### config.mk
export PLATFORM = sky130hd
export DESIGN_NAME = r2fft_ctrl
export DESIGN_NICKNAME = d
export VERILOG_FILES = /design/src/rtl/r2fft_pkg.sv /design/src/rtl/r2fft_ctrl.sv
export SDC_FILE = /design/constraint.sdc
export NUM_CORES = 1
export LEC_CHECK = 0
export BUFFER_PORTS_ARGS = -buffer_cell sky130_fd_sc_hd__buf_2
export CAP_MARGIN = 20
export CORE_ASPECT_RATIO = 0.7
export CORE_MARGIN = 4
export CORE_UTILIZATION = 50
export CTS_CLUSTER_SIZE = 25
export DETAILED_ROUTE_END_ITERATION = 8
export MAX_ROUTING_LAYER = met4
export PLACE_DENSITY = 0.81
export SLEW_MARGIN = 20
export SYNTH_ARGS = -nofsm -noshare
export SYNTH_HDL_FRONTEND = slang
export SYNTH_SLANG_ARGS = --single-unit
### constraint.sdc
create_clock -name clk_i -period 6.04 [get_ports clk_i]
set_input_delay 0.604 -clock clk_i [delete_from_list [all_inputs] [get_ports clk_i]]
set_output_delay 0.604 -clock clk_i [all_outputs]
set_load 0.005 [all_outputs]
### src/rtl/r2fft_pkg.sv
// Package for the radix-2 DIT FFT: shared types, constants and twiddle table.
// No dependencies.
package r2fft_pkg;

  localparam int DataW = 23;
  localparam int TwW   = 16;
  localparam logic signed [DataW-1:0] VMax = 23'sh3FFFFF;
  localparam logic signed [DataW-1:0] VMin = -23'sh400000;

  localparam logic [0:0] RegLog2 = 1'b0;
  localparam logic [0:0] RegInv  = 1'b1;

  typedef struct packed {
    logic       ld_wr;     // write input sample
    logic       bf_rd;     // read butterfly operands
    logic       bf_wr;     // write butterfly results
    logic       sc_rd;     // read for output
    logic       inv;       // inverse mode
  } r2fft_cmd_t;

  // round(32768*cos(k*pi/32)), k = 0..16, cos(0) saturated
  function automatic logic signed [TwW-1:0] qcos(input logic [4:0] k);
    logic signed [TwW-1:0] r;
    case (k)
      5'd0:  r = 16'sd32767;  5'd1:  r = 16'sd32610;  5'd2:  r = 16'sd32138;
      5'd3:  r = 16'sd31357;  5'd4:  r = 16'sd30274;  5'd5:  r = 16'sd28899;
      5'd6:  r = 16'sd27246;  5'd7:  r = 16'sd25330;  5'd8:  r = 16'sd23170;
      5'd9:  r = 16'sd20788;  5'd10: r = 16'sd18205;  5'd11: r = 16'sd15447;
      5'd12: r = 16'sd12540;  5'd13: r = 16'sd9512;   5'd14: r = 16'sd6393;
      5'd15: r = 16'sd3212;
      default: r = 16'sd0;
    endcase
    return r;
  endfunction

  function automatic logic signed [DataW-1:0] sat23(input logic signed [DataW+1:0] v);
    logic signed [DataW-1:0] r;
    if (v > 25'(VMax)) r = VMax;
    else if (v < 25'(VMin)) r = VMin;
    else r = v[DataW-1:0];
    return r;
  endfunction

endpackage

### src/rtl/r2fft_ctrl.sv
// Controller for the radix-2 DIT FFT: load, butterfly schedule, output.
// Depends on r2fft_pkg.
module r2fft_ctrl import r2fft_pkg::*; #(
  parameter int AW = 6
) (
  input  logic          clk_i,
  input  logic          rst_ni,
  input  logic [2:0]    lg_i,
  input  logic          inv_i,
  input  logic          clr_i,
  input  logic          s_tvalid_i,
  output logic          s_tready_o,
  input  logic          out_free_i,
  output r2fft_cmd_t    cmd_o,
  output logic [AW-1:0] addr_p_o,
  output logic [AW-1:0] addr_q_o,
  output logic [4:0]    tw_k_o,
  output logic [2:0]    sh_o,
  output logic          last_o
);

  typedef enum logic [3:0] {
    S_LOAD = 4'b0001,
    S_RD   = 4'b0010,
    S_WR   = 4'b0100,
    S_OUT  = 4'b1000
  } state_e;

  state_e state_q, state_d;
  logic [AW:0]   cnt_q, cnt_d;     // load index / output index
  logic [AW-1:0] bf_q, bf_d;       // butterfly index within stage
  logic [2:0]    st_q, st_d;       // stage 1..lg
  logic          inv_q, inv_d;
  logic [AW:0]   n;
  logic [AW-1:0] rev, half_m, grp, j;
  logic          acc;

  assign n = (AW+1)'(1) << lg_i;
  assign acc = s_tvalid_i && s_tready_o;
  assign s_tready_o = (state_q == S_LOAD);

  always_comb begin
    rev = '0;
    for (int t = 0; t < AW; t++) begin
      if (t < int'(lg_i)) rev[t] = cnt_q[int'(lg_i) - 1 - t];
    end
  end

  // butterfly b in stage st: j = b mod half, grp = b with its low bits cleared (b - j)
  assign half_m = AW'((AW+1)'(1) << (st_q - 3'd1)) - AW'(1);
  assign j      = bf_q & half_m;
  assign grp    = bf_q & ~half_m;
  assign addr_p_o = (state_q == S_LOAD) ? rev :
                    (state_q == S_OUT) ? cnt_q[AW-1:0] : ((grp << 1) | j);
  assign addr_q_o = addr_p_o | (half_m + AW'(1));
  assign tw_k_o   = 5'((6'(j) << (3'd6 - st_q)) & 6'h1F);
  assign sh_o     = lg_i;
  assign last_o   = (cnt_q == n - (AW+1)'(1));

  always_comb begin
    state_d = state_q;
    cnt_d   = cnt_q;
    bf_d    = bf_q;
    st_d    = st_q;
    inv_d   = inv_q;
    cmd_o   = '0;
    cmd_o.inv = inv_q;
    case (state_q)
      S_LOAD: begin
        if (acc) begin
          cmd_o.ld_wr = 1'b1;
          if (cnt_q + (AW+1)'(1) >= n) begin
            cnt_d = '0;
            bf_d  = '0;
            st_d  = 3'd1;
            inv_d = inv_i;
            state_d = (lg_i == 3'd0) ? S_OUT : S_RD;
          end else begin
            cnt_d = cnt_q + (AW+1)'(1);
          end
        end
      end
      S_RD: begin
        cmd_o.bf_rd = 1'b1;
        state_d = S_WR;
      end
      S_WR: begin
        cmd_o.bf_wr = 1'b1;
        if ((AW+1)'(bf_q) + (AW+1)'(1) >= (n >> 1)) begin
          bf_d = '0;
          if (st_q >= lg_i) state_d = S_OUT;
          else begin
            st_d = st_q + 3'd1;
            state_d = S_RD;
          end
        end else begin
          bf_d = bf_q + AW'(1);
          state_d = S_RD;
        end
      end
      S_OUT: begin
        if (out_free_i) begin
          cmd_o.sc_rd = 1'b1;
          if (last_o) begin
            cnt_d = '0;
            state_d = S_LOAD;
          end else begin
            cnt_d = cnt_q + (AW+1)'(1);
          end
        end
      end
      default: state_d = S_LOAD;
    endcase
    if (clr_i) cnt_d = '0;
  end

  always_ff @(posedge clk_i or negedge rst_ni) begin
    if (!rst_ni) begin
      state_q <= S_LOAD;
      cnt_q   <= '0;
      bf_q    <= '0;
      st_q    <= 3'd1;
      inv_q   <= 1'b0;
    end else begin
      state_q <= state_d;
      cnt_q   <= cnt_d;
      bf_q    <= bf_d;
      st_q    <= st_d;
      inv_q   <= inv_d;
    end
  end

  a_onehot: assert property (@(posedge clk_i) disable iff (!rst_ni) $onehot(state_q))
    else $error("state not one-hot");
  a_rd_wr: assert property (@(posedge clk_i) disable iff (!rst_ni)
    state_q == S_RD |=> state_q == S_WR) else $error("read not followed by write");
  a_no_load: assert property (@(posedge clk_i) disable iff (!rst_ni)
    state_q != S_LOAD |-> !s_tready_o) else $error("ready while busy");

endmodule

==> summary.md <==
The number of buffer and inverter stages on the critical path was 2; the global-route wire length before repair was 12200 um. Entering global routing, the biggest net connects 22 pins. After clock tree synthesis, the clock-pin slew on the worst setup and hold paths is 0.08 ns.

After detailed routing, the number of remaining DRC violations is 0. Counting flops with an async set or reset pin after synthesis yields a share of 100%. The number of synthesized flops with an enable pin came out at 0.

The tools report the worst supply voltage drop on vdd as 0.287 mV. The sum of met2 wire segment lengths after detailed routing came out at 3040 um. For the mapped cell area, the log shows 2760 um^2.

The endpoint kind of the worst setup timing path was a primary output. On the critical path the largest part of the delay comes from simple AND/OR/NAND/NOR gates. The HPWL after detailed placement is 5580 um.

The worst min-delay path class was in -> async. The top metal layer carrying routed signals was met4. The fill cell instance count of the final layout was 509. The tools report the number of sinks handled by clock tree synthesis as 21. The run gives 23.5% as the sequential fraction of design power. The maximum fanout along the worst path came out at 11.

The worst path uses 67.5% of the clock period. Number of max-slew violations in the final report: 0. Counting instances in the post-synthesis netlist gives the leading cell types as nand2_1, ha_1, a21oi_1. The run finished with clean final reports.

After synthesis the netlist holds a flip-flop and latch count of 21. The area growth from synthesis to layout works out to 6.84%. The proportion of synthesized chip area in sequential cells is 19.1%.

In the final layout, the share of cells above drive strength 1 is 15.2%. Clock latency reported for the late side of the worst-skew pair: 0.26 ns. Once the clock tree was built, the setup fixing pass inserted 0 buffers.

The number of antenna violations at the first check in global routing was 0. The slowest stage of the critical path is the dfstp_2 cell. The run gives 2536 as the number of global-route vias before repair. For the worst setup path, the data required time is 5.44 ns. For the finished layout, the period the worst path requires is 4.08 ns.

The total power density per cell area works out to 285 nW/um^2. The run gives 0 as the count of endpoints failing hold in the final timing report. The tools report the starting utilization of the core area as 52.3%. The height of the die was 70.2 um; the fraction of synthesized cell area taken by the top area cell type was 17.2%. Synthesis produced a netlist with a net count of 378.

Counting distinct cell types in the post-synthesis netlist gives 60. For this run, the leading register cell type out of synthesis is dfrtp_1. The final layout contains routed wiring with a total length of 7130 um. After detailed routing, the wire length on met1 is 3530 um.

For this design the top-level I/O count stands at 36. Clock tree synthesis inserted a total of 3 buffers. Among all cell types in the netlist, the one instantiated most often is nand2_1.

After routing, the total negative slack on setup checks comes to 0 ns. Synthesis produced a netlist whose cell count is 341. Setup violations remaining at the end of the flow were counted as 0.

The number of cells on the worst reg-to-reg path is 11. The cell type contributing the most total cell area after synthesis is dfrtp_1. The first detailed-routing pass took 4 iterations. Startpoint-to-endpoint class of the critical path: reg -> out.

The run gives 6800 um^2 as the total die area. The total number of cells along the worst setup path works out to 13. Global routing used 21.8% of the available tracks.

The routed wire length on met3 is 507 um. Row generation in the floorplan step produced 22 rows. For this block, the via count after detailed routing is 2635. After detailed routing, the number of vias per cell comes to 6.17. The logs give 5290 um^2 for the core region area and 65.2% for the portion of total power attributed to combinational logic. The tools report the total internal power as 445 uW. The slew at the pin closest to its max-slew limit is 0.685 ns.

Across all setup checks in the final design, the least slack found is 1.96 ns. STA classifies the critical path startpoint as a flop. The tools report the clock tree root driver cell as clkbuf_8. The placer's final routability congestion estimate is 0.881. Per report_power, the clock group accounts for 11.3% of the total. Leakage power: 1.36 nW. The average size of a mapped cell was 8.10 um^2. The repair_antennas step left the layout with diodes totalling 0. The die is 96.8 um wide. Walking the worst path, the cells encountered are inv_1 -> ha_1 -> xnor2_1 -> nand2_1 -> ha_1 -> or3b_1 -> mux2_2 -> a22oi_1 -> nand2_1 -> o21ai_0 -> o22ai_1 -> nand2b_1 -> buf_2. The logs give 1 for the number of H-tree branching levels and 205 for the detailed router's first-iteration violation count. The number of port buffers was 35.

The total congestion overflow after global routing was 0; the final net count was 393. In this run switching power makes up 47.1% of total power. Dividing the detail-routed wire length by the instance count gives 16.7 um. TritonCTS built the clock tree.

In this run the deepest clock path goes through 2 buffers. In this run, post-CTS hold repair placed 0 buffers. For the worst slew slack as a fraction of its limit, the log shows 54.1%.

The largest single stage delay on the critical path is 0.65 ns. For this design the total switching power over the nets is 396 uW. The run gives 0.00662 ns as the worst clock skew. By area the synthesized netlist is led by dfrtp_1, ha_1, xnor2_1. Gates resized during post-CTS repair numbered 0. The number of nets still failing antenna checks after routing came out at 0. Data on the critical path arrives at its endpoint at 3.47 ns. Setup repair after global routing left no endpoint under its margin. Timing analysis after detailed placement gives a worst setup slack of 2.15 ns. The logs give 0.245 GHz for the achievable frequency and 0 for the number of max-cap violations. Count of warnings emitted by yosys: 0.
## path summary, 6_finish.rpt
| path | startpoint | endpoint | slack [ns] |
|---|---|---|---|
| setup / recovery | st_q[0]$_DFFE_PN1P_ | addr_q_o[5] | 1.96 |
| hold / removal | rst_ni | cnt_q[3]$_DFFE_PN0P_ | 0.30 |
| setup reg to reg | cnt_q[1]$_DFFE_PN0P_ | inv_q$_DFFE_PN0P_ | 2.83 |
| hold reg to reg | state_q[2]$_DFFE_PN0P_ | state_q[2]$_DFFE_PN0P_ | 0.49 |
| max in group asynchronous | rst_ni | state_q[0]$_DFFE_PN1P_ | 5.38 |
| min in group clk_i | state_q[2]$_DFFE_PN0P_ | state_q[2]$_DFFE_PN0P_ | 0.49 |
## layout by cell type, fill, tap and decap left out, drive strengths merged, types with 14 or more instances in the layout
cell,instances
o21ai,15
xnor2,19
inv,14
nor2,16
a21oi,22
nand3,16
ha,28
nand2,31
buf,35
dfrtp,19
## per-layer routing
layer	vias to the layer above	global-route usage, %
li1	1273	-
met1	1259	32.1
met2	97	32.0
met3	6	3.19
met4	0	3.74
met5	-	-
## per-stage QoR
step                      cells  util, %  power, mW  hold slack, ns  instance area [um^2]
final                       427     55.8      0.841           0.299                  2950
after global routing        427     55.8      0.914           0.325                  2950
after CTS                   427     55.8      0.843           0.302                  2950
after detailed placement    423     55.0      0.746           0.471                  2910
after global placement      423     55.0      0.724           0.466                  2910
after floorplan             341        -      0.590           0.308                  2760
## state kept, by name (all words and copies together), names as in the netlist
register and flops:
st_q 3, inv_q 1, cnt_q 7, state_q 4, bf_q 6
## logic make-up (layout without fill, tap and decap cells)
logic type | after synthesis | after routing | synth area share (%)
muxes | 15 | 15 | 7.38
adders and majority gates | 30 | 30 | 13.5
AOI/OAI and AO/OA | 92 | 92 | 22.5
xor gates and xnor gates | 31 | 31 | 9.83
DFF | 21 | 21 | 19.1
and+or+nand+nor | 112 | 112 | 21.2
buffers and inverters | 40 | 54 | 6.48
## final cells by class
cell class	instances	area, um^2	area share [%]
multi-input combinational	280	2060	69.6
sequential	21	528	17.9
timing repair buffer	35	175	5.93
tap	72	90.1	3.05
inverter	15	56.3	1.91
clock buffer	3	41.3	1.40
clock inverter	1	5.00	0.170
## power by group through the flow
stage | clock, mW | combinational, mW | sequential (mW)
finish | 0.0948 | 0.549 | 0.198
global route | 0.102 | 0.610 | 0.202
CTS | 0.0975 | 0.548 | 0.197
detailed placement | 0 | 0.546 | 0.200
global placement | 0 | 0.527 | 0.197
floorplan | 0 | 0.404 | 0.186
(Power assumes the default switching activity.)
